<file path="src/rtl/core/exlex_pkg.sv">
// ----------------------------------------------------------------------------
// exlex_pkg
// Shared types and constants of the expression lexer: token codes, the
// result word, and the command and status groups between sequencer and
// datapath.
// ----------------------------------------------------------------------------
package exlex_pkg;

   localparam int IDENT_MAX    = 16;
   localparam int NUMBER_WIDTH = 32;
   localparam int IDX_W        = $clog2(IDENT_MAX);
   localparam int LEN_W        = $clog2(IDENT_MAX + 1);

   typedef logic [4:0] token_kind_type;

   localparam token_kind_type TK_END    = 5'd0;
   localparam token_kind_type TK_INT    = 5'd1;
   localparam token_kind_type TK_IDENT  = 5'd2;
   localparam token_kind_type TK_TRUE   = 5'd3;
   localparam token_kind_type TK_FALSE  = 5'd4;
   localparam token_kind_type TK_IF     = 5'd5;
   localparam token_kind_type TK_ELSE   = 5'd6;
   localparam token_kind_type TK_EQ     = 5'd7;
   localparam token_kind_type TK_NE     = 5'd8;
   localparam token_kind_type TK_LE     = 5'd9;
   localparam token_kind_type TK_GE     = 5'd10;
   localparam token_kind_type TK_AND    = 5'd11;
   localparam token_kind_type TK_OR     = 5'd12;
   localparam token_kind_type TK_PLUS   = 5'd13;
   localparam token_kind_type TK_MINUS  = 5'd14;
   localparam token_kind_type TK_STAR   = 5'd15;
   localparam token_kind_type TK_SLASH  = 5'd16;
   localparam token_kind_type TK_PCT    = 5'd17;
   localparam token_kind_type TK_LPAREN = 5'd18;
   localparam token_kind_type TK_RPAREN = 5'd19;
   localparam token_kind_type TK_CARET  = 5'd20;
   localparam token_kind_type TK_BANG   = 5'd21;
   localparam token_kind_type TK_ASSIGN = 5'd22;
   localparam token_kind_type TK_LT     = 5'd23;
   localparam token_kind_type TK_GT     = 5'd24;
   localparam token_kind_type TK_LBRACE = 5'd25;
   localparam token_kind_type TK_RBRACE = 5'd26;

   typedef enum logic [1:0] {
      MODE_IDLE  = 2'd0,
      MODE_NUM   = 2'd1,
      MODE_IDENT = 2'd2
   } scan_mode_type;

   typedef enum logic [1:0] {
      ES_TOKEN = 2'd0,
      ES_INT   = 2'd1,
      ES_CHAR  = 2'd2
   } emit_sel_type;

   typedef struct packed {
      token_kind_type          token_kind;
      logic [NUMBER_WIDTH-1:0] number_value;
      logic [7:0]              text_char;
      logic [3:0]              text_index;
      logic                    text_end;
      logic                    truncated;
      logic                    run_last;
   } rsp_type;

   typedef struct packed {
      logic           latch;
      logic           pass2;
      logic           emit;
      emit_sel_type   sel;
      token_kind_type kind;
      logic           pend_clr;
      logic           pend_set;
      logic           mode_we;
      scan_mode_type  mode_val;
      logic           acc_clr;
      logic           acc_start;
      logic           acc_step;
      logic           id_clr;
      logic           id_start;
      logic           id_append;
      logic           idx_clr;
      logic           idx_inc;
      logic           fin_set;
      logic           fin_clr;
      logic           drain;
   } cmd_type;

   typedef struct packed {
      logic           finished;
      logic           in_zero;
      logic           in_last;
      logic           cur_last;
      logic           pend_busy;
      logic           pend_pair;
      token_kind_type pair_kind;
      logic           pend_single;
      token_kind_type pend_kind;
      scan_mode_type  mode;
      logic           cur_digit;
      logic           cur_alpha;
      logic           cur_alnum;
      logic           cur_space;
      logic           cur_pend_op;
      logic           cur_single;
      token_kind_type cur_kind;
      logic           kw_hit;
      token_kind_type kw_kind;
      logic           chars_done;
      logic           slot_ok;
      logic           hold_valid;
      logic           out_free;
   } status_type;

endpackage

</file>
<file path="src/rtl/core/exlex_if.sv">
// ----------------------------------------------------------------------------
// exlex_if
// Valid/ready channels of the expression lexer: source bytes in, token
// results out.
// ----------------------------------------------------------------------------
interface exlex_req_if;
   logic       valid;
   logic       ready;
   logic [7:0] byte_in;
   logic       end_of_source;

   modport source (output valid, byte_in, end_of_source, input ready);
   modport sink (input valid, byte_in, end_of_source, output ready);
endinterface

interface exlex_rsp_if
   import exlex_pkg::*;
();
   logic                    valid;
   logic                    ready;
   token_kind_type          token_kind;
   logic [NUMBER_WIDTH-1:0] number_value;
   logic [7:0]              text_char;
   logic [3:0]              text_index;
   logic                    text_end;
   logic                    truncated;
   logic                    run_last;

   modport source (output valid, token_kind, number_value, text_char, text_index,
                   text_end, truncated, run_last, input ready);
   modport sink (input valid, token_kind, number_value, text_char, text_index,
                 text_end, truncated, run_last, output ready);
endinterface

</file>
<file path="src/rtl/core/exlex_dp.sv">
// ----------------------------------------------------------------------------
// exlex_dp
// Lexer datapath: current byte, pending operator, number accumulator,
// identifier buffer, character classes, and the staging and output
// registers of the result channel.
// ----------------------------------------------------------------------------
module exlex_dp
   import exlex_pkg::*;
(
   input  logic       clock,
   input  logic       reset,
   input  logic [7:0] req_byte_in,
   input  logic       req_end_of_source,
   input  cmd_type    cmd,
   output status_type status,
   input  logic       rsp_ready,
   output logic       rsp_valid,
   output rsp_type    rsp_word
);

   logic [7:0]              cur_byte_ff, cur_byte_in;
   logic                    cur_last_ff, cur_last_in;
   logic                    fin_ff, fin_in;
   logic [7:0]              pend_ff, pend_in;
   scan_mode_type           mode_ff, mode_in;
   logic [NUMBER_WIDTH-1:0] acc_ff, acc_in;
   logic [LEN_W-1:0]        len_ff, len_in;
   logic                    ovf_ff, ovf_in;
   logic [IDX_W-1:0]        idx_ff, idx_in;
   logic [7:0]              buf_ff [IDENT_MAX];
   rsp_type                 hold_ff, hold_in;
   logic                    hold_valid_ff, hold_valid_in;
   rsp_type                 out_ff, out_in;
   logic                    out_valid_ff, out_valid_in;

   logic [7:0]              eff_c;
   logic [3:0]              digit;
   logic                    len_room;
   logic                    buf_we;
   logic [IDX_W-1:0]        buf_addr;
   logic                    out_free;
   logic                    push;
   rsp_type                 new_rec;

   function automatic logic is_digit(input logic [7:0] c);
      return (c >= "0") && (c <= "9");
   endfunction

   function automatic logic is_alpha(input logic [7:0] c);
      return ((c >= "a") && (c <= "z")) || ((c >= "A") && (c <= "Z")) || (c == "_");
   endfunction

   // The terminator pass looks at a zero byte, which closes every open token.
   assign eff_c    = cmd.pass2 ? 8'd0 : cur_byte_ff;
   assign digit    = 4'(eff_c - "0");
   assign len_room = len_ff < LEN_W'(IDENT_MAX);
   assign out_free = !out_valid_ff || rsp_ready;
   assign push     = hold_valid_ff && out_free && (cmd.emit || cmd.drain);

   // Character classes, operator lookups and keyword matching.
   always_comb begin
      status             = '0;
      status.finished    = fin_ff;
      status.in_zero     = (req_byte_in == 8'd0);
      status.in_last     = req_end_of_source;
      status.cur_last    = cur_last_ff;
      status.pend_busy   = (pend_ff != 8'd0);
      status.mode        = mode_ff;
      status.cur_digit   = is_digit(eff_c);
      status.cur_alpha   = is_alpha(eff_c);
      status.cur_alnum   = is_digit(eff_c) || is_alpha(eff_c);
      status.cur_space   = (eff_c == " ") || ((eff_c >= 8'd9) && (eff_c <= 8'd13));
      status.cur_pend_op = (eff_c == "=") || (eff_c == "!") || (eff_c == "<") ||
                           (eff_c == ">") || (eff_c == "&") || (eff_c == "|");
      status.chars_done  = ({1'b0, idx_ff} + LEN_W'(1)) == len_ff;
      status.slot_ok     = !hold_valid_ff || out_free;
      status.hold_valid  = hold_valid_ff;
      status.out_free    = out_free;

      if (eff_c == "=") begin
         unique case (pend_ff)
            "=": begin status.pend_pair = 1'b1; status.pair_kind = TK_EQ; end
            "!": begin status.pend_pair = 1'b1; status.pair_kind = TK_NE; end
            "<": begin status.pend_pair = 1'b1; status.pair_kind = TK_LE; end
            ">": begin status.pend_pair = 1'b1; status.pair_kind = TK_GE; end
            default: ;
         endcase
      end else if ((eff_c == "&") && (pend_ff == "&")) begin
         status.pend_pair = 1'b1;
         status.pair_kind = TK_AND;
      end else if ((eff_c == "|") && (pend_ff == "|")) begin
         status.pend_pair = 1'b1;
         status.pair_kind = TK_OR;
      end

      unique case (pend_ff)
         "=": begin status.pend_single = 1'b1; status.pend_kind = TK_ASSIGN; end
         "!": begin status.pend_single = 1'b1; status.pend_kind = TK_BANG; end
         "<": begin status.pend_single = 1'b1; status.pend_kind = TK_LT; end
         ">": begin status.pend_single = 1'b1; status.pend_kind = TK_GT; end
         default: ;
      endcase

      unique case (eff_c)
         "+": begin status.cur_single = 1'b1; status.cur_kind = TK_PLUS; end
         "-": begin status.cur_single = 1'b1; status.cur_kind = TK_MINUS; end
         "*": begin status.cur_single = 1'b1; status.cur_kind = TK_STAR; end
         "/": begin status.cur_single = 1'b1; status.cur_kind = TK_SLASH; end
         "%": begin status.cur_single = 1'b1; status.cur_kind = TK_PCT; end
         "(": begin status.cur_single = 1'b1; status.cur_kind = TK_LPAREN; end
         ")": begin status.cur_single = 1'b1; status.cur_kind = TK_RPAREN; end
         "^": begin status.cur_single = 1'b1; status.cur_kind = TK_CARET; end
         "{": begin status.cur_single = 1'b1; status.cur_kind = TK_LBRACE; end
         "}": begin status.cur_single = 1'b1; status.cur_kind = TK_RBRACE; end
         default: ;
      endcase

      // A cut identifier never counts as a keyword.
      if (!ovf_ff) begin
         if ((len_ff == LEN_W'(4)) && (buf_ff[0] == "t") && (buf_ff[1] == "r") &&
             (buf_ff[2] == "u") && (buf_ff[3] == "e")) begin
            status.kw_hit  = 1'b1;
            status.kw_kind = TK_TRUE;
         end else if ((len_ff == LEN_W'(5)) && (buf_ff[0] == "f") &&
                      (buf_ff[1] == "a") && (buf_ff[2] == "l") &&
                      (buf_ff[3] == "s") && (buf_ff[4] == "e")) begin
            status.kw_hit  = 1'b1;
            status.kw_kind = TK_FALSE;
         end else if ((len_ff == LEN_W'(2)) && (buf_ff[0] == "i") &&
                      (buf_ff[1] == "f")) begin
            status.kw_hit  = 1'b1;
            status.kw_kind = TK_IF;
         end else if ((len_ff == LEN_W'(4)) && (buf_ff[0] == "e") &&
                      (buf_ff[1] == "l") && (buf_ff[2] == "s") &&
                      (buf_ff[3] == "e")) begin
            status.kw_hit  = 1'b1;
            status.kw_kind = TK_ELSE;
         end
      end
   end

   // Result word built for an emit command.
   always_comb begin
      new_rec = '0;
      unique case (cmd.sel)
         ES_INT: begin
            new_rec.token_kind   = TK_INT;
            new_rec.number_value = acc_ff;
         end
         ES_CHAR: begin
            new_rec.token_kind = TK_IDENT;
            new_rec.text_char  = buf_ff[idx_ff];
            new_rec.text_index = 4'(idx_ff);
            new_rec.text_end   = status.chars_done;
            new_rec.truncated  = ovf_ff;
         end
         default: begin
            new_rec.token_kind = cmd.kind;
         end
      endcase
   end

   always_comb begin
      cur_byte_in   = cur_byte_ff;
      cur_last_in   = cur_last_ff;
      fin_in        = fin_ff;
      pend_in       = pend_ff;
      mode_in       = mode_ff;
      acc_in        = acc_ff;
      len_in        = len_ff;
      ovf_in        = ovf_ff;
      idx_in        = idx_ff;
      hold_in       = hold_ff;
      hold_valid_in = hold_valid_ff;
      out_in        = out_ff;
      out_valid_in  = out_valid_ff;
      buf_we        = 1'b0;
      buf_addr      = len_ff[IDX_W-1:0];

      if (cmd.latch) begin
         cur_byte_in = req_byte_in;
         cur_last_in = req_end_of_source;
      end
      if (cmd.fin_clr) begin
         fin_in = 1'b0;
      end
      if (cmd.fin_set) begin
         fin_in = 1'b1;
      end
      if (cmd.pend_clr) begin
         pend_in = 8'd0;
      end
      if (cmd.pend_set) begin
         pend_in = eff_c;
      end
      if (cmd.mode_we) begin
         mode_in = cmd.mode_val;
      end

      if (cmd.acc_clr) begin
         acc_in = '0;
      end else if (cmd.acc_start) begin
         acc_in = NUMBER_WIDTH'(digit);
      end else if (cmd.acc_step) begin
         // Times ten as two shifts; the sum wraps at the accumulator width.
         acc_in = (acc_ff << 3) + (acc_ff << 1) + NUMBER_WIDTH'(digit);
      end

      if (cmd.id_clr) begin
         len_in = '0;
         ovf_in = 1'b0;
      end else if (cmd.id_start) begin
         buf_we   = 1'b1;
         buf_addr = '0;
         len_in   = LEN_W'(1);
         ovf_in   = 1'b0;
      end else if (cmd.id_append) begin
         if (len_room) begin
            buf_we = 1'b1;
            len_in = len_ff + LEN_W'(1);
         end else begin
            ovf_in = 1'b1;
         end
      end

      if (cmd.idx_clr) begin
         idx_in = '0;
      end else if (cmd.idx_inc) begin
         idx_in = idx_ff + IDX_W'(1);
      end

      // The staged word goes out once the next one, or the end of the byte,
      // tells whether it was the last of its run.
      if (push) begin
         out_in          = hold_ff;
         out_in.run_last = cmd.drain;
         out_valid_in    = 1'b1;
      end else if (rsp_ready) begin
         out_valid_in = 1'b0;
      end

      if (cmd.emit) begin
         hold_in       = new_rec;
         hold_valid_in = 1'b1;
      end else if (push) begin
         hold_valid_in = 1'b0;
      end
   end

   always_ff @(posedge clock) begin
      if (buf_we) begin
         buf_ff[buf_addr] <= eff_c;
      end
   end

   always_ff @(posedge clock) begin
      if (reset) begin
         fin_ff        <= 1'b0;
         pend_ff       <= 8'd0;
         mode_ff       <= MODE_IDLE;
         acc_ff        <= '0;
         len_ff        <= '0;
         ovf_ff        <= 1'b0;
         hold_valid_ff <= 1'b0;
         out_valid_ff  <= 1'b0;
      end else begin
         fin_ff        <= fin_in;
         pend_ff       <= pend_in;
         mode_ff       <= mode_in;
         acc_ff        <= acc_in;
         len_ff        <= len_in;
         ovf_ff        <= ovf_in;
         hold_valid_ff <= hold_valid_in;
         out_valid_ff  <= out_valid_in;
      end
   end

   always_ff @(posedge clock) begin
      cur_byte_ff <= cur_byte_in;
      cur_last_ff <= cur_last_in;
      idx_ff      <= idx_in;
      hold_ff     <= hold_in;
      out_ff      <= out_in;
   end

   assign rsp_valid = out_valid_ff;
   assign rsp_word  = out_ff;

endmodule

</file>
<file path="src/rtl/core/exlex_ctrl.sv">
// ----------------------------------------------------------------------------
// exlex_ctrl
// Lexer sequencer: walks each byte through pending-operator resolution,
// closing of the open token and start of a new one, then a second closing
// pass with a terminator when the source ends.
// ----------------------------------------------------------------------------
module exlex_ctrl
   import exlex_pkg::*;
(
   input  logic       clock,
   input  logic       reset,
   input  logic       req_valid,
   output logic       req_ready,
   input  status_type status,
   output cmd_type    cmd
);

   typedef enum logic [5:0] {
      ST_IDLE  = 6'b000001,
      ST_PEND  = 6'b000010,
      ST_MODE  = 6'b000100,
      ST_CHARS = 6'b001000,
      ST_NEW   = 6'b010000,
      ST_DRAIN = 6'b100000
   } ctrl_state_type;

   ctrl_state_type state_ff, state_in;
   logic           pass2_ff, pass2_in;
   logic           close_ff, close_in;
   ctrl_state_type pass_end;

   // After the byte's own pass, either run the closing pass or finish.
   assign pass_end = close_ff ? ST_PEND : ST_DRAIN;

   always_comb begin
      state_in  = state_ff;
      pass2_in  = pass2_ff;
      close_in  = close_ff;
      req_ready = 1'b0;
      cmd       = '0;
      cmd.pass2 = pass2_ff;

      unique case (state_ff)
         ST_IDLE: begin
            req_ready = 1'b1;
            if (req_valid) begin
               cmd.latch = 1'b1;
               if (status.finished) begin
                  // Bytes after an early zero are dropped up to the marked one.
                  cmd.fin_clr = status.in_last;
               end else begin
                  pass2_in = status.in_zero;
                  close_in = status.in_zero || status.in_last;
                  state_in = ST_PEND;
               end
            end
         end

         ST_PEND: begin
            if (!status.pend_busy) begin
               state_in = ST_MODE;
            end else if (status.pend_pair) begin
               if (status.slot_ok) begin
                  cmd.emit     = 1'b1;
                  cmd.kind     = status.pair_kind;
                  cmd.pend_clr = 1'b1;
                  pass2_in     = close_ff;
                  state_in     = pass_end;
               end
            end else if (status.pend_single) begin
               if (status.slot_ok) begin
                  cmd.emit     = 1'b1;
                  cmd.kind     = status.pend_kind;
                  cmd.pend_clr = 1'b1;
                  state_in     = ST_MODE;
               end
            end else begin
               cmd.pend_clr = 1'b1;
               state_in     = ST_MODE;
            end
         end

         ST_MODE: begin
            unique case (status.mode)
               MODE_NUM: begin
                  if (status.cur_digit) begin
                     cmd.acc_step = 1'b1;
                     pass2_in     = close_ff;
                     state_in     = pass_end;
                  end else if (status.slot_ok) begin
                     cmd.emit     = 1'b1;
                     cmd.sel      = ES_INT;
                     cmd.acc_clr  = 1'b1;
                     cmd.mode_we  = 1'b1;
                     cmd.mode_val = MODE_IDLE;
                     state_in     = ST_NEW;
                  end
               end
               MODE_IDENT: begin
                  if (status.cur_alnum) begin
                     cmd.id_append = 1'b1;
                     pass2_in      = close_ff;
                     state_in      = pass_end;
                  end else if (status.kw_hit) begin
                     if (status.slot_ok) begin
                        cmd.emit     = 1'b1;
                        cmd.kind     = status.kw_kind;
                        cmd.id_clr   = 1'b1;
                        cmd.mode_we  = 1'b1;
                        cmd.mode_val = MODE_IDLE;
                        state_in     = ST_NEW;
                     end
                  end else begin
                     cmd.idx_clr = 1'b1;
                     state_in    = ST_CHARS;
                  end
               end
               default: begin
                  state_in = ST_NEW;
               end
            endcase
         end

         ST_CHARS: begin
            if (status.slot_ok) begin
               cmd.emit = 1'b1;
               cmd.sel  = ES_CHAR;
               if (status.chars_done) begin
                  cmd.id_clr   = 1'b1;
                  cmd.mode_we  = 1'b1;
                  cmd.mode_val = MODE_IDLE;
                  state_in     = ST_NEW;
               end else begin
                  cmd.idx_inc = 1'b1;
               end
            end
         end

         ST_NEW: begin
            if (pass2_ff) begin
               if (status.slot_ok) begin
                  cmd.emit    = 1'b1;
                  cmd.kind    = TK_END;
                  cmd.fin_set = !status.cur_last;
                  state_in    = ST_DRAIN;
               end
            end else if (status.cur_single) begin
               if (status.slot_ok) begin
                  cmd.emit = 1'b1;
                  cmd.kind = status.cur_kind;
                  pass2_in = close_ff;
                  state_in = pass_end;
               end
            end else begin
               pass2_in = close_ff;
               state_in = pass_end;
               priority if (status.cur_space) begin
                  cmd.acc_clr = 1'b0;
               end else if (status.cur_digit) begin
                  cmd.acc_start = 1'b1;
                  cmd.mode_we   = 1'b1;
                  cmd.mode_val  = MODE_NUM;
               end else if (status.cur_alpha) begin
                  cmd.id_start = 1'b1;
                  cmd.mode_we  = 1'b1;
                  cmd.mode_val = MODE_IDENT;
               end else if (status.cur_pend_op) begin
                  cmd.pend_set = 1'b1;
               end else begin
                  cmd.pend_set = 1'b0;
               end
            end
         end

         ST_DRAIN: begin
            cmd.drain = 1'b1;
            if (!status.hold_valid || status.out_free) begin
               state_in = ST_IDLE;
            end
         end

         default: begin
            state_in = ST_IDLE;
         end
      endcase
   end

   always_ff @(posedge clock) begin
      if (reset) begin
         state_ff <= ST_IDLE;
         pass2_ff <= 1'b0;
         close_ff <= 1'b0;
      end else begin
         state_ff <= state_in;
         pass2_ff <= pass2_in;
         close_ff <= close_in;
      end
   end

endmodule

</file>
<file path="src/rtl/core/expression_lexer.sv">
// ----------------------------------------------------------------------------
// expression_lexer
// Streaming tokenizer for a small expression language, one source byte per
// word in, one token or identifier character per word out.
// ----------------------------------------------------------------------------
// Each source byte is accepted only while the sequencer is idle. A byte that
// completes a two-character operator passes through the pending and drain
// states; one that extends a number or identifier through the pending, mode
// and drain states; any other byte through the pending, mode, new-token and
// drain states. An identifier that is not a keyword goes out one character
// per cycle while the result port is free, so that run sets the worst case
// (up to eighteen results for one byte). A byte that closes the source runs
// a second closing pass through the pending, mode and new-token states, plus
// the characters of any identifier it flushes. Results of a byte are staged
// one word behind so that run_last can be set on the final one; a stalled
// result port holds the sequencer. Bytes after an early zero byte are dropped
// at one per cycle up to and including the next byte marked end_of_source.
module expression_lexer
   import exlex_pkg::*;
(
   input logic        clock,
   input logic        reset,
   exlex_req_if.sink  req_chan,
   exlex_rsp_if.source rsp_chan
);

   cmd_type    cmd;
   status_type status;
   rsp_type    rsp_word;
   logic       rsp_valid;

   exlex_ctrl u_ctrl (
      .clock     (clock),
      .reset     (reset),
      .req_valid (req_chan.valid),
      .req_ready (req_chan.ready),
      .status    (status),
      .cmd       (cmd)
   );

   exlex_dp u_dp (
      .clock             (clock),
      .reset             (reset),
      .req_byte_in       (req_chan.byte_in),
      .req_end_of_source (req_chan.end_of_source),
      .cmd               (cmd),
      .status            (status),
      .rsp_ready         (rsp_chan.ready),
      .rsp_valid         (rsp_valid),
      .rsp_word          (rsp_word)
   );

   assign rsp_chan.valid        = rsp_valid;
   assign rsp_chan.token_kind   = rsp_word.token_kind;
   assign rsp_chan.number_value = rsp_word.number_value;
   assign rsp_chan.text_char    = rsp_word.text_char;
   assign rsp_chan.text_index   = rsp_word.text_index;
   assign rsp_chan.text_end     = rsp_word.text_end;
   assign rsp_chan.truncated    = rsp_word.truncated;
   assign rsp_chan.run_last     = rsp_word.run_last;

   // END closes the run of results of its byte.
   a_end_is_last: assert property (@(posedge clock) disable iff (reset)
      (rsp_chan.valid && (rsp_chan.token_kind == TK_END)) |-> rsp_chan.run_last)
      else $error("END word without run_last");

   // Only identifier characters carry an end-of-text mark.
   a_text_end_ident: assert property (@(posedge clock) disable iff (reset)
      (rsp_chan.valid && rsp_chan.text_end) |-> (rsp_chan.token_kind == TK_IDENT))
      else $error("text_end on a non-identifier word");

   // A new byte is taken only after the previous run has left the staging word.
   a_ready_no_stage: assert property (@(posedge clock) disable iff (reset)
      req_chan.ready |-> !status.hold_valid)
      else $error("ready while a result is still staged");

endmodule

</file>
<file path="src/flat_wrapper.sv">
// flat-port wrapper written by rule: the top's interface ports become plain ports
module expression_lexer_flat import exlex_pkg::*;
  (clock, reset, req_chan_valid, req_chan_byte_in, req_chan_end_of_source, req_chan_ready, rsp_chan_valid, rsp_chan_token_kind, rsp_chan_number_value, rsp_chan_text_char, rsp_chan_text_index, rsp_chan_text_end, rsp_chan_truncated, rsp_chan_run_last, rsp_chan_ready);
  exlex_req_if req_chan_i ();
  exlex_rsp_if rsp_chan_i ();
  input logic clock;
  input logic reset;
  input wire logic [$bits(req_chan_i.valid)-1:0] req_chan_valid;
  input wire logic [$bits(req_chan_i.byte_in)-1:0] req_chan_byte_in;
  input wire logic [$bits(req_chan_i.end_of_source)-1:0] req_chan_end_of_source;
  output wire logic [$bits(req_chan_i.ready)-1:0] req_chan_ready;
  output wire logic [$bits(rsp_chan_i.valid)-1:0] rsp_chan_valid;
  output wire logic [$bits(rsp_chan_i.token_kind)-1:0] rsp_chan_token_kind;
  output wire logic [$bits(rsp_chan_i.number_value)-1:0] rsp_chan_number_value;
  output wire logic [$bits(rsp_chan_i.text_char)-1:0] rsp_chan_text_char;
  output wire logic [$bits(rsp_chan_i.text_index)-1:0] rsp_chan_text_index;
  output wire logic [$bits(rsp_chan_i.text_end)-1:0] rsp_chan_text_end;
  output wire logic [$bits(rsp_chan_i.truncated)-1:0] rsp_chan_truncated;
  output wire logic [$bits(rsp_chan_i.run_last)-1:0] rsp_chan_run_last;
  input wire logic [$bits(rsp_chan_i.ready)-1:0] rsp_chan_ready;
  assign req_chan_i.valid = req_chan_valid;
  assign req_chan_i.byte_in = req_chan_byte_in;
  assign req_chan_i.end_of_source = req_chan_end_of_source;
  assign req_chan_ready = req_chan_i.ready;
  assign rsp_chan_valid = rsp_chan_i.valid;
  assign rsp_chan_token_kind = rsp_chan_i.token_kind;
  assign rsp_chan_number_value = rsp_chan_i.number_value;
  assign rsp_chan_text_char = rsp_chan_i.text_char;
  assign rsp_chan_text_index = rsp_chan_i.text_index;
  assign rsp_chan_text_end = rsp_chan_i.text_end;
  assign rsp_chan_truncated = rsp_chan_i.truncated;
  assign rsp_chan_run_last = rsp_chan_i.run_last;
  assign rsp_chan_i.ready = rsp_chan_ready;
  expression_lexer u_core (.clock(clock), .reset(reset), .req_chan(req_chan_i), .rsp_chan(rsp_chan_i));
endmodule
</file>
<file path="config.mk">
export PLATFORM = sky130hd
export DESIGN_NAME = expression_lexer_flat
export DESIGN_NICKNAME = d
export VERILOG_FILES = /design/src/rtl/core/exlex_pkg.sv /design/src/rtl/core/exlex_if.sv /design/src/rtl/core/exlex_dp.sv /design/src/rtl/core/exlex_ctrl.sv /design/src/rtl/core/expression_lexer.sv /design/src/flat_wrapper.sv
export SDC_FILE = /design/constraint.sdc
export NUM_CORES = 1
export LEC_CHECK = 0
export ABC_CLOCK_PERIOD_IN_PS = 6800
export CORE_UTILIZATION = 30
export DETAILED_ROUTE_END_ITERATION = 7
export DONT_BUFFER_PORTS = 1
export SYNTH_ARGS = -nofsm -noshare
export SYNTH_HDL_FRONTEND = slang
export SYNTH_SLANG_ARGS = --single-unit
</file>
<file path="constraint.sdc">
create_clock -name clock -period 6.8 [get_ports clock]
set_input_delay 1.02 -clock clock [delete_from_list [all_inputs] [get_ports clock]]
set_output_delay 1.02 -clock clock [all_outputs]
set_load 0.03 [all_outputs]
</file>
### After elaboration in Yosys (flattened, before gate mapping)

Memory sizes are Yosys's and may differ from the RTL's. A register that Yosys moved wholly into a read port is not among the register bits.
Index checks and enable logic that the tools add are counted.

* eq/ne operators: 65
* bitwise operators: 2
* order comparisons: 9
* reduce and logical (&&, ||, !) cells: 60
* add/subtract/negate cells: 6
* muxes and demuxes: 149

Operators with widths (count)
* 6-bit 2-to-1 mux: 32
* 8-bit by 7-bit == test with 1-bit output, second input constant: 20
* 8-bit by 6-bit == test with 1-bit output, second input constant: 18
* 1-bit 2-to-1 mux: 70
* 6-bit case mux with 10 select lines: 1
* 6-bit case mux with 4 select lines: 2
* 5-bit 2-to-1 mux: 8
* 6-bit case mux with 6 select lines: 1
* 32-bit adder: 1
* 32-bit by 4-bit adder with 32-bit output: 1
* 3-bit 2-to-1 mux: 10
* 4-bit 2-to-1 mux: 7
* 8-bit 2-to-1 mux: 3
* 1-bit logical AND: 23
* 8-bit by 7-bit >= comparator with 1-bit output, second input constant: 2
* 8-bit by 7-bit <= comparator with 1-bit output, second input constant: 2
* 5-bit case mux with 3 select lines: 1
* 2-bit nonzero test: 7
* 1-bit logical OR: 13
* 6-bit case mux with 2 select lines: 1
* 5-bit by 3-bit == test with 1-bit output, second input constant: 2
* 2-bit by 1-bit inequality test with 1-bit output, second input constant: 5
* 5-bit case mux with 2 select lines: 1
* 3-bit by 2-bit inequality test with 1-bit output, second input constant: 3
* other kinds (39): 57

* bits of input ports: 13
* memories kept: 1
* output and inout port bits: 54
* flip-flop bits (word level): 167
* word-level logic and storage cells: 320
* bits in writable memories: 128

Memory list
* u_core.u_dp.buf_ff: depth 16, width 8, read ports 6, clocked after Yosys merged registers in 1, wr ports 1, line exlex_dp.sv:30 `logic [7:0] buf_ff [IDENT_MAX];`

### Longest topological paths before layout

Gate-level depths: netlist of run 1.
An unclocked memory read counts as a cell.

* depth after elaboration: 20
* gate-level depth with buffers: 15
* mapped depth without buffers: 13

### By module

Synthesis of run 1 repeated with hierarchy kept, for this count alone.

* cell total of the unflattened synthesis: 1220
* area, all modules: 15050.7 sq um

By module, submodules not included
* exlex_dp: area an instance 13843.3 sq um, cells each 1041, times used 1
* exlex_ctrl: area an instance 1207.4 sq um, cells each 179, times used 1

### Worst setup path after synthesis of run 1

Ideal clock, no wire load.

* path kind: register -> register
* start: reg u_core.u_dp.cur_byte_ff[7]
* end: reg u_core.u_dp.out_ff (netlist bit u_core.u_dp.rsp_word[0]) (enable)
* buffers on the path: 0
* stages on the path, launching flop included: 9
* arrival: 4.846 ns
* slack: 1.475 ns
* cell sequence: edfxtp_1 > nand2b_1 > or3_1 > or4b_4 > and2_4 > o21a_1 > o2111ai_2 > a21boi_2 > a21oi_1

* cells in the longest elaborated chain, start to end: 11
* elaborated cells between the ends (all ways): 43
* those cells by class: 6 x order compare; 14 x eq/ne; 13 x mux; 10 x reduce/logical

RTL lines
* start, declared: line exlex_dp.sv:21 `logic [7:0] cur_byte_ff, cur_byte_in;`
* start signal, assigned: line exlex_dp.sv:279 `cur_byte_ff <= cur_byte_in;`
* 8-bit 2-to-1 mux *: line exlex_dp.sv:54 `assign eff_c = cmd.pass2 ? 8'd0 : cur_byte_ff;`
* 8-bit by 7-bit >= comparator with 1-bit output (tied with other cells): line exlex_dp.sv:50 `return ((c >= "a") && (c <= "z")) || ((c >= "A") && (c <= "Z")) || (c == "_");`
* 1-bit logical AND (on tied branches): line exlex_dp.sv:50, exlex_dp.sv:91
* 1-bit logical OR or 6-bit 2-to-1 mux (tied branches): line exlex_dp.sv:50, exlex_dp.sv:91
* 1-bit logical OR or 6-bit 2-to-1 mux (tied branches): line exlex_dp.sv:50, exlex_dp.sv:88
* 1-bit logical OR or 6-bit 2-to-1 mux (tied branches): line exlex_dp.sv:71, exlex_dp.sv:80
* 1-bit 2-to-1 mux (on tied branches): line exlex_ctrl.sv:100, exlex_ctrl.sv:62
* 1-bit case mux with 2 select lines or 1-bit 2-to-1 mux (tied branches): line exlex_ctrl.sv:84, exlex_ctrl.sv:60
* 1-bit case mux with 4 select lines *: line exlex_ctrl.sv:43 `unique case (state_ff)`
* 1-bit logical OR *: line exlex_dp.sv:58 `assign push = hold_valid_ff && out_free && (cmd.emit || cmd.drain);`
* 1-bit logical AND *: line exlex_dp.sv:58
* end signal, assigned: line exlex_dp.sv:283 `out_ff <= out_in;`
* end, declared: line exlex_dp.sv:33 `rsp_type out_ff, out_in;`

Mark *: on every way between the ends. The rest lies on a longest branch, timed or not.
A chain may end at the register's enable or synchronous reset.

### Worst setup path after layout of run 1

* start: reg u_core.u_dp.cur_byte_ff[2]
* end: reg u_core.u_dp.acc_ff[30]

* elaborated cells between the ends (all ways): 33
* those cells by class: 2 x add/sub; 4 x order compare; 11 x eq/ne; 12 x mux; 4 x reduce/logical

RTL lines
* 8-bit 2-to-1 mux: line exlex_dp.sv:54
* 4-bit by 1-bit subtractor with 4-bit output: line exlex_dp.sv:55 `assign digit = 4'(eff_c - "0");`
* via u_core.u_dp.digit[2]: line exlex_dp.sv:37 `logic [3:0] digit;`
* 32-bit by 4-bit adder with 32-bit output: line exlex_dp.sv:206 `acc_in = (acc_ff << 3) + (acc_ff << 1) + NUMBER_WIDTH'(digit);`
* end signal, assigned: line exlex_dp.sv:270 `acc_ff <= acc_in;`
* end, declared: line exlex_dp.sv:26 `logic [NUMBER_WIDTH-1:0] acc_ff, acc_in;`

The timed path passes the listed nets, and every way through them passes these cells.

==> results.rst, run 1 <==
.. list-table::
   :header-rows: 1

   * - Metric
     - Value
   * - Nets@finish
     - 1256
   * - Hold Crit Class
     - reg2reg
   * - Half-perimeter wire length of the detailed placement result
     - around 24000 um
   * - Arrival time reported for the critical path endpoint
     - 4.75 ns
   * - Max Clock Freq
     - 233 MHz
   * - Minimum clock period after layout
     - 4.29 ns
   * - Root buffer cell
     - sky130_fd_sc_hd__clkbuf_16
   * - Power per cell area
     - between 200 and 250 mW/mm2
   * - Logic depth of the worst register-to-register path
     - 13
   * - Final Wtd Congestion
     - roughly 0.90
   * - H-tree level count
     - 2
   * - Largest fanout on the critical path
     - 17
   * - First DRT Iteration DRCs
     - 795
   * - Instance count of the mapped netlist
     - around 1200
   * - Number of filler cells placed in the layout
     - around 4700
   * - Share of cell area taken by muxes after synthesis
     - 0.0707
   * - Final ANT Viol Nets
     - 0
   * - Share of synthesized area occupied by flip-flops and latches
     - 0.574
   * - Inserted Clock Buffers
     - 34
   * - Die Span X
     - about 220 um
   * - CTS tree
     - done
   * - Post-Synthesis Cell Area
     - between 0.01 and 0.015 mm2
   * - Site row count
     - 80
   * - Number of enable-type register cells in the synthesized netlist
     - 240
   * - Wire length of the first global-routing pass
     - about 54000 um
   * - Type of element capturing the critical path
     - register
   * - Critical setup path kind
     - reg2reg
   * - Total routed wirelength
     - between 30000 and 40000 um
   * - Share of the synthesized netlist area taken by xor and xnor gates
     - 0.0178
   * - Area taken by flip-flops and latches
     - about 0.0085 mm2
   * - Share of the clock period used by the worst path
     - 0.631
   * - Synthesized area divided by synthesized cell count
     - ~13 um2
   * - Max-slew violation count
     - 0
   * - Dominant combinational cell family by area after synthesis
     - simple AND/OR/NAND/NOR gates
   * - Required @ worst endpoint
     - ~7.3 ns
   * - Antenna Diode Count
     - 0
   * - Hold Path End
     - u_core.u_dp.rsp_word[40]$_DFFE_PP_
   * - Source-to-sink clock delay at the later pin of the worst-skew pair
     - approximately 0.52 ns
   * - Vias per Instance
     - between 5 and 6
   * - CP Launch Type
     - register
   * - Internal reg-to-reg setup slack
     - roughly 2.5 ns
   * - Maximum number of pins on one net before global-route repair
     - 53
   * - Setup repair bufs after CTS
     - 0
   * - Dpl cells
     - approximately 1800
   * - Number of buffers inserted for hold repair after clock tree synthesis
     - 0
   * - DRT Pass-1 Iters
     - 5
   * - Post-Syn Nets
     - 1259
   * - Most used cells in the layout excluding fill and tap cells
     - sky130_fd_sc_hd__edfxtp_1 (240), sky130_fd_sc_hd__nor2_1 (83), sky130_fd_sc_hd__nand2_1 (74)
   * - VDD IR max
     - approximately 0.13 mV
   * - Initial core utilization
     - 0.307
   * - Post-synthesis share of cell area spent on full adders, half adders and majority gates
     - 0.0595
   * - Primary FF master, synth
     - sky130_fd_sc_hd__edfxtp_1
   * - Cell breakdown of the critical path
     - nand2b_1 -> inv_1 -> ha_1 -> ha_1 -> fa_1 -> a21oi_1 -> o211ai_1 -> nand3_1 -> o21ai_0 -> o2111ai_1 -> a31oi_1 -> or3_1 -> nand3_1
   * - Worst Skew
     - about 0.015 ns
   * - Maximum cell stage delay along the critical path
     - around 0.65 ns
   * - Proportion of layout cells with a drive suffix above 1
     - 0.120
   * - I/O pin cnt
     - 67
   * - Number of antenna violations at the first check in global routing
     - 0
   * - Synthesized flop and latch total
     - about 300
   * - Number of setup violations in the final report
     - 0
   * - Worst reg2reg endpoint
     - u_core.u_dp.acc_ff[30]$_SDFFE_PP0P_
   * - Area of the placeable core
     - 0.0481 mm2
   * - Combined global-route utilization of all metal layers
     - 0.137
   * - CTS Sinks
     - approximately 300
   * - Port buffer count
     - 0
   * - Critical hold path startpoint
     - u_core.u_dp.hold_ff[40]$_SDFFCE_PN0P_
   * - Vert. Die Dim
     - around 220 um
   * - Area occupied by multi-input gates
     - 0.00596 mm2
   * - Setup repair after global routing missed its margin
     - no
   * - Static Leak
     - around 5.7 nW
   * - Compound-cell area share of the yosys netlist
     - 0.0975
   * - Most common cell after layout, fill and taps aside
     - sky130_fd_sc_hd__edfxtp_1
   * - Worst flop-to-flop path startpoint
     - u_core.u_dp.cur_byte_ff[2]$_DFFE_PP_
   * - Final routed wire length divided by cell count
     - 18.4 um
   * - Setup TNS
     - 0 ns
   * - Slew at the pin closest to its max-slew limit
     - 1.15 ns
   * - Worst slew margin
     - 0.235
   * - Post-synthesis async set-or-reset flop share
     - 0
   * - Number of hold violations in the final report
     - 0
   * - Area fraction in and, or, nand and nor cells after synthesis
     - 0.157
   * - Status
     - completed
   * - Depth of the worst hold-timing path
     - 0
   * - Non-filler instance count after layout
     - 1852
   * - DRC violation count after routing
     - 0
   * - Clock-pin slew on the worst setup and hold paths
     - approximately 0.060 ns
   * - Cell with the biggest individual delay on the critical path
     - sky130_fd_sc_hd__edfxtp_1
   * - Clk buf depth
     - 3
   * - Number of max-capacitance violations reported
     - 0
   * - Total congestion overflow
     - 0
   * - Vias after detailed routing
     - ~9600
   * - Count of instances resized after the clock tree is built
     - 0
   * - Synth warnings
     - 0
   * - Area growth from synthesis to layout
     - 12.5%
   * - Number of distinct library cells after synthesis
     - 85
   * - Area of the die
     - between 0.05 and 0.06 mm2
   * - Number of global-route vias before repair
     - just over 9000
## sequential cells by signal, summed over array words and instances, names as in the netlist
register                   count
u_core.u_dp.hold_ff           51
u_core.u_dp.mode_ff            2
u_core.u_dp.fin_ff             1
u_core.u_dp.pend_ff            8
u_core.u_dp.idx_ff             4
u_core.u_ctrl.close_ff         1
u_core.u_ctrl.state_ff         6
u_core.u_dp.hold_valid_ff      1
u_core.u_dp.ovf_ff             1
u_core.u_dp.acc_ff            32
u_core.u_dp.rsp_word          52
u_core.u_dp.buf_ff           128
u_core.u_dp.cur_byte_ff        8
u_core.u_dp.len_ff             5
u_core.u_dp.cur_last_ff        1
u_core.u_dp.rsp_valid          1
u_core.u_ctrl.pass2_ff         1
## critical path, delay by kind of cell (launching register included)
family	cells	cell delay, ns
adder cells (fa/ha/maj)	3	1.02
buffers and inverters	1	0.54
AO/OA/AOI/OAI	5	1.18
AND/OR/NAND/NOR	4	0.84
flip-flops	1	0.65
## Yosys cell counts (7+ instances only)
library cell / n / area share
sky130_fd_sc_hd__xnor2_1: 18 / 0.011
sky130_fd_sc_hd__and3_1: 11 / 0.0047
sky130_fd_sc_hd__edfxtp_1: 240 / 0.49
sky130_fd_sc_hd__nand3b_1: 9 / 0.0046
sky130_fd_sc_hd__mux2i_1: 12 / 0.0081
sky130_fd_sc_hd__o21ai_0: 22 / 0.0075
sky130_fd_sc_hd__nor4_1: 26 / 0.011
sky130_fd_sc_hd__nand4_1: 14 / 0.0059
sky130_fd_sc_hd__and2_1: 56 / 0.024
sky130_fd_sc_hd__mux4_2: 41 / 0.063
sky130_fd_sc_hd__o21bai_1: 7 / 0.0036
sky130_fd_sc_hd__a211oi_1: 13 / 0.0066
sky130_fd_sc_hd__ha_1: 67 / 0.057
sky130_fd_sc_hd__buf_2: 11 / 0.0037
sky130_fd_sc_hd__clkbuf_1: 41 / 0.010
sky130_fd_sc_hd__or3_1: 11 / 0.0047
sky130_fd_sc_hd__nand2_1: 74 / 0.019
sky130_fd_sc_hd__a21o_1: 12 / 0.0061
sky130_fd_sc_hd__a31oi_1: 22 / 0.0093
sky130_fd_sc_hd__xor2_1: 12 / 0.0071
sky130_fd_sc_hd__dfxtp_1: 63 / 0.085
sky130_fd_sc_hd__nor3_1: 41 / 0.014
sky130_fd_sc_hd__inv_1: 28 / 0.0071
sky130_fd_sc_hd__nor2b_1: 11 / 0.0047
sky130_fd_sc_hd__nor2_1: 83 / 0.021
sky130_fd_sc_hd__nand2b_1: 16 / 0.0068
sky130_fd_sc_hd__nand3_1: 37 / 0.013
sky130_fd_sc_hd__a21oi_1: 57 / 0.019
sky130_fd_sc_hd__nor4bb_1: 7 / 0.0047
## worst max path at each step
stage / start / endpoint / slack (ns) / cells past startpoint
3_3_place_gp: u_core.u_ctrl.pass2_ff$_SDFFE_PP0P_ / u_core.u_dp.acc_ff[31]$_SDFFE_PP0P_ / 2.67 / 12
5_1_grt: u_core.u_ctrl.pass2_ff$_SDFFE_PP0P_ / u_core.u_dp.acc_ff[30]$_SDFFE_PP0P_ / 2.20 / 13
6_report: u_core.u_dp.cur_byte_ff[2]$_DFFE_PP_ / u_core.u_dp.acc_ff[30]$_SDFFE_PP0P_ / 2.51 / 13
3_5_place_dp: u_core.u_dp.cur_byte_ff[2]$_DFFE_PP_ / u_core.u_dp.acc_ff[31]$_SDFFE_PP0P_ / 2.56 / 12
2_1_floorplan: u_core.u_dp.cur_byte_ff[7]$_DFFE_PP_ / u_core.u_dp.rsp_word[0]$_DFFE_PP_ / 1.48 / 8
4_1_cts: u_core.u_ctrl.pass2_ff$_SDFFE_PP0P_ / u_core.u_dp.acc_ff[31]$_SDFFE_PP0P_ / 2.57 / 12
## final cells by class
type                       instances  area share
inverter                          30     0.00678
sequential                       303       0.510
clock inverter                    18      0.0127
clock buffer                      40      0.0544
multi-input combinational        787       0.359
tap                              656      0.0494
timing repair buffer              18     0.00813
## logic make-up (layout without fill, tap and decap cells)
logic type / after synthesis / after routing
multiplexers: 53 / 53
AO/OA/AOI/OAI: 205 / 205
XOR/XNOR: 30 / 30
adder cells (fa/ha/maj): 69 / 69
flip-flops: 303 / 303
buffers and inverters: 87 / 106
AND/OR/NAND/NOR: 430 / 430
## power by group
| part | switching, mW | total (mW) | internal [mW] |
|---|---|---|---|
| Combinational | 0.153 | 0.223 | 0.0700 |
| Sequential | 0.0380 | 2.07 | 2.04 |
| Clock | 0.756 | 1.84 | 1.08 |
| Total | 0.948 | 4.13 | 3.19 |
## per-stage QoR
step           instance area [um2]  setup WS [ns]  power, mW  utilization  hold WS, ns
3_5_place_dp                 15500           2.56       2.34        0.322        0.405
5_1_grt                      16600           2.20       4.27        0.345        0.422
2_1_floorplan                14800           1.48       2.27            -        0.400
3_3_place_gp                 15500           2.67       2.33        0.322        0.402
4_1_cts                      16600           2.57       4.18        0.345        0.419
6_report                     16600           2.51       4.13        0.345        0.417
## metal layers
metal	track usage	vias up	wire length [um]
met5	0	-	0
met4	0.0464	0	827
met3	0.0254	59	2050
met2	0.227	335	16400
met1	0.180	4691	14900
li1	-	4521	-
No activity file was read; power rests on OpenSTA's default activity.
==> run 2: changes to the inputs <==
--- a/config.mk
+++ b/config.mk
@@ -5,7 +5,7 @@
 export SDC_FILE = /design/constraint.sdc
 export NUM_CORES = 1
 export LEC_CHECK = 0
-export ABC_CLOCK_PERIOD_IN_PS = 6800
+export ABC_CLOCK_PERIOD_IN_PS = 4250
 export CORE_UTILIZATION = 30
 export DETAILED_ROUTE_END_ITERATION = 7
 export DONT_BUFFER_PORTS = 1
==> constraint.sdc (replaced) <==
create_clock -name clock -period 4.25 [get_ports clock]
set_input_delay 0.6375 -clock clock [delete_from_list [all_inputs] [get_ports clock]]
set_output_delay 0.6375 -clock clock [all_outputs]
set_load 0.03 [all_outputs]
==> run 2 against run 1 <==
Compared with the run above: total power rose by 53%; design area rose by 0.11%; critical path type unchanged; setup slack got worse by 2.1 ns.
==> results.rst, run 2 (synthesized netlist as in run 1, its figures left out) <==
.. list-table::
   :header-rows: 1

   * - Metric
     - Value
   * - Number of setup violations in the final report
     - 0
   * - Number of global-route vias before repair
     - between 9000 and 10000
   * - Register containing the most flip-flops in the final layout
     - u_core.u_dp.buf_ff
   * - Vert. Die Dim
     - ~220 um
   * - I/O pin cnt
     - 67
   * - Most used cells in the layout excluding fill and tap cells
     - sky130_fd_sc_hd__edfxtp_1 (240), sky130_fd_sc_hd__nor2_1 (83), sky130_fd_sc_hd__nand2_1 (74)
   * - Site row count
     - 80
   * - Vias per Instance
     - a little over 5
   * - Port buffer count
     - 0
   * - Max Clock Freq
     - approximately 260 MHz
   * - Maximum number of pins on one net before global-route repair
     - 53
   * - Setup TNS
     - 0 ns
   * - Setup repair after global routing missed its margin
     - no
   * - Root buffer cell
     - sky130_fd_sc_hd__clkbuf_16
   * - Status
     - completed
   * - Total congestion overflow
     - 0
   * - H-tree level count
     - 1
   * - Static Leak
     - 5.74 nW
   * - Count of instances resized after the clock tree is built
     - 0
   * - Half-perimeter wire length of the detailed placement result
     - approximately 24000 um
   * - DRT Pass-1 Iters
     - 5
   * - Arrival time reported for the critical path endpoint
     - 4.30 ns
   * - Detailed-routing wirelength on met1
     - 15300 um
   * - Combined global-route utilization of all metal layers
     - 0.139
   * - Max-slew violation count
     - 0
   * - Critical setup path kind
     - reg2reg
   * - Wire length of the first global-routing pass
     - 54700 um
   * - Largest delay contributor family on the critical path
     - simple AND/OR/NAND/NOR gates
   * - Worst Skew
     - 0.0199 ns
   * - Required @ worst endpoint
     - about 4.7 ns
   * - First DRT Iteration DRCs
     - just over 700
   * - Cell breakdown of the critical path
     - nand2b_4 -> inv_2 -> fa_1 -> ha_1 -> a211oi_1 -> nor4_1 -> nor3_1 -> a211o_1 -> nand4_1 -> and3_1 -> o2111a_1 -> or3_1
   * - CP Launch Type
     - register
   * - Type of element capturing the critical path
     - register
   * - Number of antenna violations at the first check in global routing
     - 0
   * - CTS Sinks
     - 303
   * - VDD IR max
     - 0.308 mV
   * - Area of the placeable core
     - between 0.04 and 0.05 mm2
   * - Minimum clock period after layout
     - between 3 and 4 ns
   * - Hold Crit Class
     - in2reg
   * - Flip-flop count of the largest register, all copies and words added
     - between 100 and 150
   * - Total power after layout
     - 6.32 mW
   * - Share of the clock period used by the worst path
     - 0.901
   * - Clk buf depth
     - 3
   * - Number of max-capacitance violations reported
     - 0
   * - Clock-pin slew on the worst setup and hold paths
     - about 0.060 ns
   * - Power per cell area
     - approximately 380 mW/mm2
   * - Total routed wirelength
     - between 30000 and 40000 um
   * - Source-to-sink clock delay at the later pin of the worst-skew pair
     - 0.59 ns
   * - Area of the die
     - 0.0501 mm2
   * - Number of buffers inserted for hold repair after clock tree synthesis
     - 0
   * - Final Wtd Congestion
     - around 0.90
   * - DRC violation count after routing
     - 0
   * - Top sig layer
     - met4
   * - Detailed-routed wire length on met2
     - roughly 17000 um
   * - Antenna Diode Count
     - 0
   * - Initial core utilization
     - 0.307
   * - Nets@finish
     - ~1300
   * - Worst slew margin
     - 0.0940
   * - Routed wl met3
     - approximately 1800 um
   * - Buffers and inverters on the worst path
     - 1
   * - Number of hold violations in the final report
     - 0
   * - Cell with the biggest individual delay on the critical path
     - sky130_fd_sc_hd__edfxtp_1
   * - Maximum cell stage delay along the critical path
     - around 0.56 ns
   * - Number of filler cells placed in the layout
     - around 4700
   * - Vias after detailed routing
     - approximately 9500
   * - Final ANT Viol Nets
     - 0
   * - Setup repair bufs after CTS
     - 0
   * - Area growth from synthesis to layout
     - 12.7%
   * - Proportion of layout cells with a drive suffix above 1
     - 0.128
   * - Inserted Clock Buffers
     - 30
   * - Die Span X
     - between 200 and 250 um
   * - Largest fanout on the critical path
     - 10
   * - CTS tree
     - done
   * - Final routed wire length divided by cell count
     - 18.5 um
   * - Slew at the pin closest to its max-slew limit
     - ~1.4 ns
   * - Most common cell after layout, fill and taps aside
     - sky130_fd_sc_hd__edfxtp_1
-- run 2: cell count changes in the layout (fill, tap and decap cells not counted), moves of 2 or more --
cell	previous run	this run
sky130_fd_sc_hd__clkinv_2	4	9
sky130_fd_sc_hd__inv_6	2	0
sky130_fd_sc_hd__clkinvlp_4	4	1
sky130_fd_sc_hd__clkbuf_16	35	30
sky130_fd_sc_hd__buf_4	18	39
sky130_fd_sc_hd__clkinv_1	1	5
sky130_fd_sc_hd__clkbuf_1	4	6
-- run 2: final timing paths --
path / cells after the start / start / slack (ns) / end
worst max-delay path: 12 / u_core.u_dp.cur_byte_ff[3]$_DFFE_PP_ / 0.42 / u_core.u_dp.acc_ff[31]$_SDFFE_PP0P_
worst min-delay path: 1 / reset / 0.13 / u_core.u_dp.rsp_valid$_SDFFE_PP0P_
worst max register to register: 12 / u_core.u_dp.cur_byte_ff[3]$_DFFE_PP_ / 0.42 / u_core.u_dp.acc_ff[31]$_SDFFE_PP0P_
worst min register to register: 0 / u_core.u_dp.hold_ff[41]$_SDFFCE_PN0P_ / 0.41 / u_core.u_dp.rsp_word[41]$_DFFE_PP_
-- run 2: worst register-to-register path, stage by stage, from the launching register on --
cell and delay (ns):
sky130_fd_sc_hd__edfxtp_1 0.56, sky130_fd_sc_hd__nand2b_4 0.22, sky130_fd_sc_hd__inv_2 0.07, sky130_fd_sc_hd__fa_1 0.49, sky130_fd_sc_hd__ha_1 0.33, sky130_fd_sc_hd__a211oi_1 0.35
sky130_fd_sc_hd__nor4_1 0.12, sky130_fd_sc_hd__nor3_1 0.40, sky130_fd_sc_hd__a211o_1 0.26, sky130_fd_sc_hd__nand4_1 0.14, sky130_fd_sc_hd__and3_1 0.20, sky130_fd_sc_hd__o2111a_1 0.24
sky130_fd_sc_hd__or3_1 0.36
-- run 2: power breakdown --
| group | switching [mW] | total, mW | internal (mW) |
|---|---|---|---|
| clock | 1.14 | 2.61 | 1.48 |
| sequential | 0.0552 | 3.31 | 3.26 |
| combinational | 0.264 | 0.389 | 0.125 |
| total | 1.46 | 6.32 | 4.86 |
-- run 2: per-stage QoR --
step	instances	hold slack, ns	util	instance area [um2]	setup WS, ns
after floorplan	1177	0.400	-	14800	0.0920
after global placement	1816	0.404	0.326	15700	0.511
after detailed placement	1816	0.405	0.326	15700	0.469
after CTS	1872	0.0930	0.345	16600	0.466
after global routing	1872	0.0946	0.345	16600	0.234
final	1872	0.130	0.345	16600	0.421
-- run 2: per-layer routing --
metal,vias up,track usage
li1,4545,-
met2,206,0.236
met5,-,0
met3,45,0.0289
met4,0,0.0415
met1,4725,0.178
-- run 2: final cells by class --
class | count | area (um2) | area share
flip-flops and latches | 303 | 8470 | 0.509
clock inverters | 20 | 186 | 0.0112
inverters | 30 | 113 | 0.00677
clock buffers | 36 | 773 | 0.0465
repair buffers | 40 | 313 | 0.0188
well taps | 656 | 821 | 0.0493
multi-input cells | 787 | 5960 | 0.358
==> run 3: changes to the inputs <==
--- a/config.mk
+++ b/config.mk
@@ -11,4 +11,5 @@
 export DONT_BUFFER_PORTS = 1
 export SYNTH_ARGS = -nofsm -noshare
 export SYNTH_HDL_FRONTEND = slang
+export SYNTH_HIERARCHICAL = 1
 export SYNTH_SLANG_ARGS = --single-unit
==> run 3 against run 2 <==
Compared with the run above: setup slack lost 0.11 ns; sequential power is 2% lower; first-iteration DRC count fell by 5.5%; register-to-register slack worse by 0.11 ns; clock-buffer cell count up 10; largest power group unchanged; routed wire length grew 3.8%; highest routed layer unchanged; hold slack improved by 0.027 ns; synthesized cell count up 3.7%; largest cell class unchanged; design area up 3.1%.
==> results.rst, run 3 <==
.. list-table::
   :header-rows: 1

   * - Metric
     - Value
   * - Status
     - completed
   * - Cell types with the highest counts after synthesis
     - sky130_fd_sc_hd__edfxtp_1 (240), sky130_fd_sc_hd__nor2_1 (127), sky130_fd_sc_hd__nand2_1 (75), sky130_fd_sc_hd__ha_1 (68), sky130_fd_sc_hd__dfxtp_1 (63)
   * - Number of filler cells placed in the layout
     - 4877
   * - Flip-flop count of the largest register, all copies and words added
     - ~130
   * - Vias after detailed routing
     - 9774
   * - Proportion of layout cells with a drive suffix above 1
     - 0.135
   * - Type of element capturing the critical path
     - register
   * - Largest fanout on the critical path
     - 8
   * - Total congestion overflow
     - 0
   * - Area of the placeable core
     - slightly below 0.05 mm2
   * - Area occupied by multi-input gates
     - 0.00623 mm2
   * - Top-area cell type share of the netlist area
     - 0.479
   * - Power share of the combinational group
     - 0.035
   * - Proportion of power drawn by the clock network
     - 0.470
   * - Slew at the pin closest to its max-slew limit
     - roughly 1.1 ns
   * - Number of buffers inserted for hold repair after clock tree synthesis
     - 0
   * - Setup repair after global routing missed its margin
     - no
   * - Area taken by flip-flops and latches
     - between 0.008 and 0.009 mm2
   * - Synth warnings
     - 6
   * - Instance count of the mapped netlist
     - 1220
   * - Internal reg-to-reg setup slack
     - 0.31 ns
   * - Register containing the most flip-flops in the final layout
     - u_core/u_dp/buf_ff
   * - Maximum cell stage delay along the critical path
     - roughly 0.56 ns
   * - Net switching fraction of the power
     - 0.217
   * - Max-slew violation count
     - 0
   * - Number of global-route vias before repair
     - between 9000 and 10000
   * - VDD IR max
     - roughly 0.2 mV
   * - Most common cell after layout, fill and taps aside
     - sky130_fd_sc_hd__edfxtp_1
   * - CTS tree
     - done
   * - Power per cell area
     - roughly 380 mW/mm2
   * - Nets@finish
     - 1318
   * - Most used standard cell by instance count after synthesis
     - sky130_fd_sc_hd__edfxtp_1
   * - Leading cell types by total area after synthesis
     - sky130_fd_sc_hd__edfxtp_1 (48%), sky130_fd_sc_hd__dfxtp_1 (8.4%), sky130_fd_sc_hd__mux4_2 (6.0%), sky130_fd_sc_hd__ha_1 (5.7%), sky130_fd_sc_hd__nor2_1 (3.2%)
   * - Minimum clock period after layout
     - around 3.9 ns
   * - Share of the clock period used by the worst path
     - 0.926
   * - Cell with the biggest individual delay on the critical path
     - sky130_fd_sc_hd__nor3b_1
   * - Site row count
     - 81
   * - Static Leak
     - a little over 6 nW
   * - Combined global-route utilization of all metal layers
     - 0.143
   * - Setup repair bufs after CTS
     - 0
   * - Source-to-sink clock delay at the later pin of the worst-skew pair
     - ~0.55 ns
   * - Synthesized flop and latch total
     - 303
   * - Root buffer cell
     - sky130_fd_sc_hd__clkbuf_16
   * - Arrival time reported for the critical path endpoint
     - around 4.1 ns
   * - Clock-pin slew on the worst setup and hold paths
     - 0.06 ns
   * - Most used cell, CP
     - sky130_fd_sc_hd__nand2b_1
   * - Non-filler instance count after layout
     - 1927
   * - Maximum number of pins on one net before global-route repair
     - between 50 and 60
   * - Number of setup violations in the final report
     - 0
   * - Total routed wirelength
     - between 30000 and 40000 um
   * - Clk buf depth
     - 3
   * - Total power after layout
     - roughly 6.6 mW
   * - Antenna Diode Count
     - 0
   * - Die Span X
     - about 230 um
   * - Synthesized area divided by synthesized cell count
     - between 10 and 15 um2
   * - Half-perimeter wire length of the detailed placement result
     - around 25000 um
   * - Post-Synthesis Cell Area
     - 0.0151 mm2
   * - Vias per Instance
     - just over 5
   * - Worst Skew
     - approximately 0.029 ns
   * - Number of distinct library cells after synthesis
     - ~90
   * - I/O pin cnt
     - 67
   * - Area growth from synthesis to layout
     - 13.9%
   * - Wire length of the first global-routing pass
     - between 50000 and 60000 um
   * - Number of max-capacitance violations reported
     - 0
   * - Dpl cells
     - ~1900
   * - Required @ worst endpoint
     - roughly 4.4 ns
   * - Max Clock Freq
     - roughly 250 MHz
   * - Port buffer count
     - 0
   * - Hold Crit Class
     - in2reg
   * - Sw power
     - about 1.4 mW
   * - Post-Route Hold Slack
     - about 0.16 ns
   * - Number of enable-type register cells in the synthesized netlist
     - 240
   * - Final ANT Viol Nets
     - 0
   * - Share of synthesized area occupied by flip-flops and latches
     - 0.563
   * - Sequential cell fraction of total power
     - 0.496
   * - Number of antenna violations at the first check in global routing
     - 0
   * - Final Wtd Congestion
     - around 0.90
   * - DRT Pass-1 Iters
     - 7
   * - Post-synthesis async set-or-reset flop share
     - 0
   * - Inserted Clock Buffers
     - 35
   * - Primary FF master, synth
     - sky130_fd_sc_hd__edfxtp_1
   * - CTS Sinks
     - ~300
   * - Final Core Density
     - 0.348
   * - Post-synth top area cell
     - sky130_fd_sc_hd__edfxtp_1
   * - Area of the die
     - 0.0511 mm2
   * - Critical setup path kind
     - reg2reg
   * - Cell-internal power
     - 5.14 mW
   * - Most used cells in the layout excluding fill and tap cells
     - sky130_fd_sc_hd__edfxtp_1 (240), sky130_fd_sc_hd__nor2_1 (124), sky130_fd_sc_hd__nand2_1 (75)
   * - CP Launch Type
     - register
   * - Initial core utilization
     - 0.306
   * - Cell breakdown of the critical path
     - nand2b_1 -> or3_1 -> nor2_1 -> a41oi_1 -> o221ai_1 -> nand2b_1 -> nor2_1 -> nand2_1 -> nor3b_1 -> nand2b_1 -> nor2b_1 -> nor2_2
   * - Final routed wire length divided by cell count
     - around 19 um
   * - Number of hold violations in the final report
     - 0
   * - First DRT Iteration DRCs
     - 670
   * - DRC violation count after routing
     - 0
   * - Worst slew margin
     - 0.278
   * - Vert. Die Dim
     - 226 um
   * - Setup TNS
     - 0 ns
   * - H-tree level count
     - 2
==> run 3: changes by cell type after synthesis, moves of 11 or more <==
cell / previous run / this run
sky130_fd_sc_hd__a31oi_1: 22 / 7
sky130_fd_sc_hd__buf_4: 0 / 11
sky130_fd_sc_hd__mux2i_1: 12 / 26
sky130_fd_sc_hd__nand3_1: 37 / 22
sky130_fd_sc_hd__nor2_1: 83 / 127
sky130_fd_sc_hd__nor3_1: 41 / 24
sky130_fd_sc_hd__nor3b_1: 5 / 16
sky130_fd_sc_hd__nor4_1: 26 / 13
sky130_fd_sc_hd__o21ai_0: 22 / 39
==> run 3: area by class of cell <==
cell class / instances / share of cell area
Clock buffer: 46 / 0.0582
Clock inverter: 18 / 0.0111
Inverter: 29 / 0.00635
Multi-Input combinational cell: 827 / 0.363
Sequential cell: 303 / 0.494
Tap cell: 664 / 0.0484
Timing Repair Buffer: 40 / 0.0190
==> run 3: cell families (layout without fill, tap and decap cells) <==
logic type	after synthesis	count (layout)	share of synthesized area
AO/OA/AOI/OAI	213	213	0.0964
XOR/XNOR	36	36	0.0209
adder cells (fa/ha/maj)	69	69	0.0579
buffers and inverters	92	133	0.0286
flip-flops	303	303	0.563
multiplexers	69	69	0.0794
other	1	3	0.000249
AND/OR/NAND/NOR	437	437	0.154
==> run 3: final timing paths <==
kind                                        startpoint                                  to  cells after the start
setup reg to reg   u_core/u_ctrl/pass2_ff$_SDFFE_PP0P_  u_core/u_dp/buf_ff[3][2]$_DFFE_PP_                     12
setup / recovery   u_core/u_ctrl/pass2_ff$_SDFFE_PP0P_  u_core/u_dp/buf_ff[3][2]$_DFFE_PP_                     12
hold / removal                                   reset     u_core/u_dp/fin_ff$_SDFFE_PP0P_                      1
hold reg to reg   u_core/u_dp/hold_ff[5]$_SDFFCE_PN0P_   u_core/u_dp/rsp_word[5]$_DFFE_PP_                      0
==> run 3: through the flow <==
stage	cell area (um2)	worst slack [ns]
5_1_grt	17100	0.102
3_3_place_gp	16000	0.208
6_report	17100	0.314
2_1_floorplan	15100	-0.135
3_5_place_dp	16000	0.253
4_1_cts	17100	0.207
==> run 3: power by group through the flow <==
stage | registers [mW] | logic (mW) | clock network, mW
global route | 3.25 | 0.248 | 3.26
detailed placement | 3.32 | 0.224 | 0
CTS | 3.25 | 0.224 | 3.16
global placement | 3.31 | 0.224 | 0
finish | 3.25 | 0.227 | 3.08
floorplan | 3.30 | 0.164 | 0
==> run 3: worst max-delay path, delay by kind of cell, from the launching register on <==
family | cells | cell delay, ns
simple gates | 10 | 2.58
flops | 1 | 0.47
compound gates | 2 | 0.49
==> run 3: what timing repair did <==
action	4_1_cts	5_1_grt
endpoints found under the hold margin	0	0
setup endpoints to repair	0	16
gates resized for setup	0	2
==> run 3: per-layer routing <==
layer / global-route usage / part of all wire
met1: 0.192 / 0.46
met2: 0.226 / 0.46
met3: 0.0298 / 0.059
met4: 0.0529 / 0.027
met5: 0 / 0
